`src/design/cacb_pkg.sv`:
```
package cacb_pkg;

  // Register map of the configuration port
  typedef enum logic [2:0] {
    REG_BASE_SPEED       = 3'd0,
    REG_STOP_DIST_MM     = 3'd1,
    REG_WALL_GAIN        = 3'd2,
    REG_CENTER_HALF_MM   = 3'd3,
    REG_SIDE_WALL_MM     = 3'd4,
    REG_ANCHOR_MM        = 3'd5,
    REG_TICKS_PER_CM     = 3'd6,
    REG_CORRECTION_LIMIT = 3'd7
  } cacb_reg_t;

  localparam int unsigned CFG_DATA_W = 15;

  // Reset values of the configuration registers
  localparam logic [14:0] BASE_SPEED_RST       = 15'd3840;
  localparam logic [9:0]  STOP_DIST_MM_RST     = 10'd40;
  localparam logic [7:0]  WALL_GAIN_RST        = 8'd51;
  localparam logic [7:0]  CENTER_HALF_MM_RST   = 8'd65;
  localparam logic [12:0] SIDE_WALL_MM_RST     = 13'd150;
  localparam logic [12:0] ANCHOR_MM_RST        = 13'd100;
  localparam logic [7:0]  TICKS_PER_CM_RST     = 8'd23;
  localparam logic [13:0] CORRECTION_LIMIT_RST = 14'd2048;

  // Front readings at or above this are out of range
  localparam logic [13:0] FRONT_VALID_MAX = 14'd8000;

  // Live configuration, shared with the steering path
  typedef struct packed {
    logic [14:0] base_speed;
    logic [9:0]  stop_dist_mm;
    logic [7:0]  wall_gain;
    logic [7:0]  center_half_mm;
    logic [12:0] side_wall_mm;
    logic [12:0] anchor_mm;
    logic [7:0]  ticks_per_cm;
    logic [13:0] correction_limit;
  } cacb_cfg_t;

endpackage

```
`src/design/cacb_steer.sv`:
```
module cacb_steer (
  input  cacb_pkg::cacb_cfg_t cfg,
  input  logic                sensor_valid,
  input  logic signed [13:0]  left_mm,
  input  logic signed [13:0]  right_mm,
  output logic signed [15:0]  left_target,
  output logic signed [15:0]  right_target
);
  import cacb_pkg::*;

  logic signed [14:0] l_ext;
  logic signed [14:0] r_ext;
  logic signed [14:0] side_ext;
  logic signed [15:0] l2;
  logic signed [15:0] r2;
  logic signed [15:0] ch;
  logic               near_l;
  logic               near_r;
  logic               wall;
  logic signed [15:0] err;
  logic signed [24:0] corr_full;
  logic signed [24:0] lim;
  logic signed [24:0] neg_lim;
  logic signed [24:0] corr_sat;
  logic signed [14:0] corr;
  logic signed [17:0] lt_wide;
  logic signed [17:0] rt_wide;

  function automatic logic signed [15:0] sat16(input logic signed [17:0] v);
    logic signed [15:0] res;
    if (v > 18'sd32767) begin
      res = 16'sh7fff;
    end else if (v < -18'sd32768) begin
      res = 16'sh8000;
    end else begin
      res = v[15:0];
    end
    return res;
  endfunction

  // Wall detection and steering error in mm
  always_comb begin
    l_ext    = {left_mm[13], left_mm};
    r_ext    = {right_mm[13], right_mm};
    side_ext = {2'b00, cfg.side_wall_mm};
    // doubled readings keep their sign, so a -1 reading stays negative
    l2       = {left_mm[13], left_mm, 1'b0};
    r2       = {right_mm[13], right_mm, 1'b0};
    ch       = {8'd0, cfg.center_half_mm};
    near_l   = l_ext < side_ext;
    near_r   = r_ext < side_ext;
    wall     = 1'b0;
    err      = '0;
    if (sensor_valid) begin
      if (near_l && near_r) begin
        err  = {l_ext[14], l_ext} - {r_ext[14], r_ext};
        wall = 1'b1;
      end else if (near_l) begin
        if (l2 < ch) begin
          err  = l2 - ch;
          wall = 1'b1;
        end
      end else if (near_r) begin
        if (r2 < ch) begin
          err  = ch - r2;
          wall = 1'b1;
        end
      end
    end
  end

  // Gain, saturation to the correction limit, wheel targets
  always_comb begin
    corr_full = err * $signed({1'b0, cfg.wall_gain});
    lim       = {11'd0, cfg.correction_limit};
    neg_lim   = -lim;
    if (!wall) begin
      corr_sat = '0;
    end else if (corr_full > lim) begin
      corr_sat = lim;
    end else if (corr_full < neg_lim) begin
      corr_sat = neg_lim;
    end else begin
      corr_sat = corr_full;
    end
    corr    = corr_sat[14:0];
    lt_wide = {3'b000, cfg.base_speed} - {{3{corr[14]}}, corr};
    rt_wide = {3'b000, cfg.base_speed} + {{3{corr[14]}}, corr};
    left_target  = sat16(lt_wide);
    right_target = sat16(rt_wide);
  end

endmodule

```
`src/design/corridor_centering_anchor_brake.sv`:
```
// Corridor-centering wall follower with anchor-point braking. One control
// tick is one input word; each accepted word yields exactly one result word,
// in order. The block takes a word every cycle while in_stall is low: the
// word is captured in an input register, steering, anchor and odometry
// logic runs in one pass, and the result sits in an output register. Run
// state (blind mode, start count, tick target, done) is updated as a word
// leaves the input register, so the next word already sees it. in_stall
// rises only when both registers are full and out_stall is high. The
// configuration port is always ready; write it only while no words are in
// flight. There is no clearing pass after reset.
module corridor_centering_anchor_brake (
  input  logic                             clk,
  input  logic                             rst,
  input  logic                             cfg_valid,
  output logic                             cfg_ready,
  input  logic [2:0]                       cfg_index,
  input  logic [cacb_pkg::CFG_DATA_W-1:0]  cfg_data,
  input  logic                             in_valid,
  output logic                             in_stall,
  input  logic                             begin_run,
  input  logic signed [31:0]               encoder_count,
  input  logic                             sensor_valid,
  input  logic signed [13:0]               front_mm,
  input  logic signed [13:0]               left_mm,
  input  logic signed [13:0]               right_mm,
  output logic                             out_valid,
  input  logic                             out_stall,
  output logic signed [15:0]               left_target,
  output logic signed [15:0]               right_target,
  output logic                             blind_active,
  output logic                             done_res
);
  import cacb_pkg::*;

  cacb_cfg_t cfg;

  // Input register
  logic               s1_valid;
  logic               s1_begin;
  logic [31:0]        s1_enc;
  logic               s1_sensor;
  logic signed [13:0] s1_front;
  logic signed [13:0] s1_left;
  logic signed [13:0] s1_right;

  // Run state
  logic        blind_mode;
  logic        finished;
  logic [31:0] blind_start;
  logic [20:0] blind_prod;   // rem * ticks_per_cm; tick target is this / 10

  logic        blind_mode_next;
  logic        finished_next;
  logic [31:0] blind_start_next;
  logic [20:0] blind_prod_next;

  logic               advance;
  logic               bm_eff;
  logic               fin_eff;
  logic               anchor;
  logic signed [14:0] rem;
  logic [20:0]        prod;
  logic [31:0]        diff;
  logic [31:0]        mag;
  logic [21:0]        mag10;
  logic               reached;
  logic               end_run;
  logic signed [15:0] steer_left;
  logic signed [15:0] steer_right;

  assign cfg_ready = 1'b1;
  assign advance   = !out_valid || !out_stall;
  assign in_stall  = s1_valid && !advance;

  // Configuration registers
  always_ff @(posedge clk) begin
    if (rst) begin
      cfg.base_speed       <= BASE_SPEED_RST;
      cfg.stop_dist_mm     <= STOP_DIST_MM_RST;
      cfg.wall_gain        <= WALL_GAIN_RST;
      cfg.center_half_mm   <= CENTER_HALF_MM_RST;
      cfg.side_wall_mm     <= SIDE_WALL_MM_RST;
      cfg.anchor_mm        <= ANCHOR_MM_RST;
      cfg.ticks_per_cm     <= TICKS_PER_CM_RST;
      cfg.correction_limit <= CORRECTION_LIMIT_RST;
    end else if (cfg_valid && cfg_ready) begin
      case (cacb_reg_t'(cfg_index))
        REG_BASE_SPEED:       cfg.base_speed       <= cfg_data[14:0];
        REG_STOP_DIST_MM:     cfg.stop_dist_mm     <= cfg_data[9:0];
        REG_WALL_GAIN:        cfg.wall_gain        <= cfg_data[7:0];
        REG_CENTER_HALF_MM:   cfg.center_half_mm   <= cfg_data[7:0];
        REG_SIDE_WALL_MM:     cfg.side_wall_mm     <= cfg_data[12:0];
        REG_ANCHOR_MM:        cfg.anchor_mm        <= cfg_data[12:0];
        REG_TICKS_PER_CM:     cfg.ticks_per_cm     <= cfg_data[7:0];
        REG_CORRECTION_LIMIT: cfg.correction_limit <= cfg_data[13:0];
        default: ;
      endcase
    end
  end

  // Input register: loads whenever it is empty or draining
  always_ff @(posedge clk) begin
    if (rst) begin
      s1_valid <= 1'b0;
    end else if (!in_stall) begin
      s1_valid <= in_valid;
    end
  end

  always_ff @(posedge clk) begin
    if (in_valid && !in_stall) begin
      s1_begin  <= begin_run;
      s1_enc    <= encoder_count;
      s1_sensor <= sensor_valid;
      s1_front  <= front_mm;
      s1_left   <= left_mm;
      s1_right  <= right_mm;
    end
  end

  cacb_steer u_steer (
    .cfg          (cfg),
    .sensor_valid (s1_sensor),
    .left_mm      (s1_left),
    .right_mm     (s1_right),
    .left_target  (steer_left),
    .right_target (steer_right)
  );

  // Anchor detection and blind odometry
  always_comb begin
    bm_eff  = blind_mode && !s1_begin;
    fin_eff = finished && !s1_begin;
    anchor  = s1_sensor && !bm_eff && (s1_front > 14'sd0) &&
              (s1_front < $signed(FRONT_VALID_MAX)) &&
              ({1'b0, s1_front} <= $signed({2'b00, cfg.anchor_mm}));
    rem     = {s1_front[13], s1_front} - $signed({5'd0, cfg.stop_dist_mm});
    prod    = rem[12:0] * cfg.ticks_per_cm;
    // floor(p / 10) <= mag  <=>  10 * mag + 9 >= p; targets stay below 2^18
    diff    = s1_enc - blind_start;
    mag     = diff[31] ? (32'd0 - diff) : diff;
    mag10   = {1'b0, mag[17:0], 3'b000} + {3'b000, mag[17:0], 1'b0} + 22'd9;
    reached = (|mag[31:18]) || (mag10 >= {1'b0, blind_prod});

    blind_mode_next  = bm_eff;
    finished_next    = fin_eff;
    blind_start_next = blind_start;
    blind_prod_next  = blind_prod;
    end_run          = 1'b0;
    if (fin_eff) begin
      end_run = 1'b1;
    end else if (anchor && (rem <= 15'sd0)) begin
      end_run = 1'b1;
    end else if (anchor) begin
      blind_start_next = s1_enc;
      blind_prod_next  = prod;
      blind_mode_next  = 1'b1;
      // on the anchor tick the distance run is zero
      end_run          = prod < 21'd10;
    end else if (bm_eff) begin
      end_run = reached;
    end
    if (end_run) begin
      finished_next   = 1'b1;
      blind_mode_next = 1'b0;
    end
  end

  always_ff @(posedge clk) begin
    if (rst) begin
      blind_mode  <= 1'b0;
      finished    <= 1'b0;
      blind_start <= '0;
      blind_prod  <= '0;
    end else if (s1_valid && advance) begin
      blind_mode  <= blind_mode_next;
      finished    <= finished_next;
      blind_start <= blind_start_next;
      blind_prod  <= blind_prod_next;
    end
  end

  // Result register
  always_ff @(posedge clk) begin
    if (rst) begin
      out_valid <= 1'b0;
    end else if (advance) begin
      out_valid <= s1_valid;
    end
  end

  always_ff @(posedge clk) begin
    if (advance && s1_valid) begin
      if (end_run) begin
        left_target  <= '0;
        right_target <= '0;
        blind_active <= 1'b0;
        done_res     <= 1'b1;
      end else begin
        left_target  <= steer_left;
        right_target <= steer_right;
        blind_active <= blind_mode_next;
        done_res     <= 1'b0;
      end
    end
  end

`ifndef SYNTHESIS
  a_done_zero: assert property (@(posedge clk) disable iff (rst)
    out_valid && done_res |-> left_target == 16'sd0 && right_target == 16'sd0 &&
      !blind_active)
    else $error("done word carries nonzero speed or blind flag");

  a_state_excl: assert property (@(posedge clk) disable iff (rst)
    !(finished && blind_mode))
    else $error("finished and blind mode both set");

  a_stay_done: assert property (@(posedge clk) disable iff (rst)
    s1_valid && advance && !s1_begin && finished |=> out_valid && done_res)
    else $error("finished run produced a word without done");

  a_stall_full: assert property (@(posedge clk) disable iff (rst)
    in_stall |-> s1_valid && out_valid)
    else $error("input stalled with an empty stage");
`endif

endmodule

```
`config.mk`:
```
export PLATFORM = sky130hd
export DESIGN_NAME = corridor_centering_anchor_brake
export DESIGN_NICKNAME = d
export VERILOG_FILES = /design/src/design/cacb_pkg.sv /design/src/design/cacb_steer.sv /design/src/design/corridor_centering_anchor_brake.sv
export SDC_FILE = /design/constraint.sdc
export NUM_CORES = 1
export LEC_CHECK = 0
export BUFFER_PORTS_ARGS = -buffer_cell sky130_fd_sc_hd__buf_2
export CORE_ASPECT_RATIO = 1.25
export CORE_MARGIN = 5
export CORE_UTILIZATION = 45
export CTS_BUF_LIST = sky130_fd_sc_hd__clkbuf_16
export DETAILED_ROUTE_END_ITERATION = 6
export PLACE_DENSITY = 0.71
export SYNTH_ARGS = -nofsm -noshare
export SYNTH_HDL_FRONTEND = slang
export SYNTH_SLANG_ARGS = --single-unit
```
`constraint.sdc`:
```
create_clock -name clk -period 15.8 [get_ports clk]
set_input_delay 0.79 -clock clk [delete_from_list [all_inputs] [get_ports clk]]
set_output_delay 0.79 -clock clk [all_outputs]
set_load 0.01 [all_outputs]
```
==> impl_summary.txt <==
----------------------------------------------------
[Die]
  DIE AREA ... between 60000 and 70000 sq um
  Initial standard-cell utilization of the core ... between 40% and 50%
  Die width ... between 200 and 250 um
  Number of ports placed on the die boundary ... around 140
  Cell row count ... about 100
  Die boundary height ... 287 um
  Placeable core region ... just over 60000 sq um

[Critical path]
  Data required time at the worst endpoint ... roughly 16 ns
  Source of the critical timing path ... s1_right[1]$_DFFE_PP_
  R2r endpoint ... right_target[2]$_SDFFCE_PP0P_
  Worst path bufs/invs ... 5
  Path length in cells of the critical path ... 55
  Register-to-register path setup slack ... 1.16 ns
  Most common cell on crit path ... a21oi_1
  Register-to-Register Path Depth ... 55
  Startpoint-to-endpoint class of the critical path ... reg -> reg
  R2R Path Start ... s1_right[1]$_DFFE_PP_
  Critical Path Source Type ... register
  Biggest fanout along the worst timing path ... 13
  Crit path largest cell delay ... ~0.76 ns
  Type of destination of the critical path ... register
  Cell family contributing the most delay on the critical path ... compound AO/OA/AOI/OAI gates
  Signal arrival time at the worst endpoint ... 14.94 ns
  End point of the critical path ... right_target[2]$_SDFFCE_PP0P_
  Worst-path cell with the longest stage delay ... a211oi_1

[Synthesis]
  Post-synthesis register bit count ... 256
  Syn Area/Cell ... roughly 8.3 sq um
  Count of flip-flops with a built-in enable after synthesis ... 110
  Number of instances in the synthesized netlist ... between 3000 and 4000
  Number of distinct library cells after synthesis ... slightly below 90
  Simple-Gate Fraction of Synth Area ... between 10% and 20%
  Area fraction in compound gates after synthesis ... 17.1%
  Cell taking the most area after synthesis ... ha_1
  Cell area after technology mapping ... 27600 sq um
  Top post-synthesis cells by area ... ha_1, fa_1, edfxtp_1
  Fraction of synthesized cell area taken by the top area cell type ... 14.6%
  Proportion of synthesized flip-flops having asynchronous set or reset ... 0%
  Share of the synthesized netlist area taken by xor and xnor gates ... around 4.9%
  Commonest register cell after synthesis ... dfxtp_1
  Synth Warn # ... 0
  Net Count, Synth ... 3912
  Share of cell area taken by muxes after synthesis ... less than 1%
  Sequential share of the synthesized area ... about 23%
  Adder and majority cell fraction of the synthesized area ... a little over a quarter
  Main combinational cell family by area after synthesis ... adder cells

[Layout]
  Finished Core Util ... between 40% and 50%
  Growth of design area from synthesis to finish ... 8.30%
  Most frequent standard cell in the layout excluding fill and tap cells ... inv_1
  Top library cells by usage in the layout, fill and taps aside ... inv_1, nand2_1, ha_1
  Number of standard cells in the layout, taps in and fillers out ... 4226
  Fraction of final layout cells with drive strength greater than 1 ... between 7 and 8%
  Count of filler cells inserted in the layout ... 5902
  Net count reported at finish ... between 3000 and 4000

[Worst hold path]
  Hold crit path type ... in -> reg
  Worst Min Path Start ... sensor_valid

[Clock network]
  Clock insertion delay at the later pin of the skew report ... approximately 0.57 ns
  TritonCTS clock tree ... yes
  Clock slew at the register clock pins of the worst setup and hold paths ... 0.07 ns
  Maximum number of buffers from clock root to sink ... 3
  Total number of H-tree levels ... 1
  Cts-stage hold buffer count ... 0
  Root Buffer ... clkbuf_16
  Clock Sinks ... between 200 and 300
  Inserted Clock Buffers ... 28

[Pwr]
  Static leakage power ... roughly 0.013 uW
  Part of the power in the clock network ... between 10% and 20%
  Total Power Consumption ... between 4000 and 5000 uW
  Net switching power of the design ... around 2100 uW
  Logic pwr share ... about two thirds
  Cell-internal power ... 2350 uW
  Fraction of power spent switching nets ... 47.1%
  Cell area power density ... around 150 nW/um^2
  Flop pwr share ... a little under a fifth
  Worst vdd ir ... between 100 and 150 uV

[Routing]
  Via-to-Cell Ratio ... approximately 5.4
  First-pass iteration count of the detailed router ... 5
  Initial detailed-routing violation count ... approximately 1300
  Final WL ... 73000 um
  Drt wl/cell ... approximately 17 um
  Detailed-route via count ... between 20000 and 25000
  Number of antenna-violating nets in the routed design ... 0
  DRC violations left ... 0

[Global routing]
  Vias in the first global route ... ~23000
  First-pass GRT wire length ... between 100000 and 150000 um
  Antenna violations before repair ... 2
  GR Util All Layers ... a little over a fifth
  Largest net degree at the start of global routing ... 90
  Grt total ovfl ... 0

[Timing]
  Number of hold violations in the final report ... 0
  Final setup violation count ... 0
  Min Clock Period, post-route ... about 15 ns
  Max Slew Vio Count ... 0
  Worst max-slew margin expressed relative to the limit ... between 30% and 40%
  Total negative setup slack ... 0 ns
  Setup repair after global routing missed its margin ... false
  Tightest Pin Transition ... 1.04 ns
  Highest attainable clock frequency ... around 68 MHz
  Worst Clk Skew ... ~0.019 ns
  Final cycle utilization of the critical path ... 92.6%

[Placed design]
  Placed cells ... 4173
  RD Place Congestion ... 0.944
  Port Buffers ... roughly 130
  HPWL after detailed placement ... approximately 60000 um

[Job]
  Count of maximum capacitance violations ... 0

[Run status]
  Run status ... finished clean

----------------------------------------------------
==> through the flow <==
| stage | worst slack, ns | hold WS [ns] | instance area [sq um] |
|---|---|---|---|
| 5_1_grt | 0.0155 | 0.363 | 29900 |
| 4_1_cts | 1.02 | 0.352 | 29900 |
| 6_report | 1.16 | 0.390 | 29900 |
| 3_5_place_dp | 1.10 | 0.447 | 29000 |
| 3_3_place_gp | 1.35 | 0.442 | 29000 |
| 2_1_floorplan | 3.14 | 0.436 | 27600 |
==> kinds of logic after synthesis <==
logic type / count (synthesis)
muxes: 25
buffers and inverters: 554
xor gates and xnor gates: 155
other: 1
DFF: 256
AOI/OAI and AO/OA: 750
adders and majority gates: 501
and+or+nand+nor: 1072
==> per-layer routing <==
metal	up-vias	global-route usage, %	part of all wire [%]
li1	11398	-	-
met1	10927	25.6	40
met2	539	40.4	52
met3	155	2.33	4.5
met4	2	7.70	3.9
met5	-	0	0.015
==> worst min path at each step <==
stage / end / slack [ns] / depth (start not counted)
global route: s1_enc[0]$_DFFE_PP_ / 0.36 / 1
finish: s1_sensor$_DFFE_PP_ / 0.39 / 1
floorplan: blind_prod[16]$_SDFFE_PP0P_ / 0.44 / 2
global placement: blind_start[5]$_SDFFE_PP0P_ / 0.44 / 2
detailed placement: blind_start[11]$_SDFFE_PP0P_ / 0.45 / 2
CTS: s1_sensor$_DFFE_PP_ / 0.35 / 1
==> final cells by class <==
cell class	count	area, sq um	area share (%)
clock buffers	31	776	2.60
flip-flops and latches	256	6230	20.8
inverters	441	1660	5.54
well taps	824	1030	3.45
multi-input cells	2504	19300	64.6
repair buffers	148	778	2.60
diodes	1	2.50	0.00837
clock inverters	21	118	0.394
==> sequential cells by signal (all words and copies together) (netlist names) <==
name	flops
out_valid	1
blind_start	32
left_target	16
finished	1
s1_left	14
done_res	1
s1_front	14
s1_enc	32
s1_valid	1
blind_mode	1
cfg	89
blind_active	1
blind_prod	21
right_target	16
s1_sensor	1
s1_begin	1
s1_right	14
==> cell usage after synthesis, types with 21 or more instances <==
cell type,count
nand4_1,28
dfxtp_1,146
nor2b_1,41
o211ai_1,31
a21o_1,71
nor2_1,164
nand3_1,55
nand2_1,439
fa_1,176
clkbuf_1,93
a31oi_1,27
a21oi_1,280
and2_1,117
nor4_1,24
o21a_1,30
xor2_1,53
ha_1,323
nand2b_1,34
o21ai_0,122
and3_1,26
inv_1,441
xnor2_1,102
a211oi_1,37
mux2i_1,21
nor3_1,48
edfxtp_1,110
==> power by group through the flow <==
stage	clock network (uW)	registers, uW	logic, uW
after floorplan	0	842	2240
after global placement	0	841	2910
after detailed placement	0	840	2940
after CTS	664	826	2960
after global routing	690	830	3350
final	644	825	2970
==> what timing repair did <==
item / in CTS / in global routing
gates resized for setup: 0 / 2
setup endpoints to repair: 0 / 26
setup buffers: 0 / 0
No activity file was read; power rests on OpenSTA's default activity.
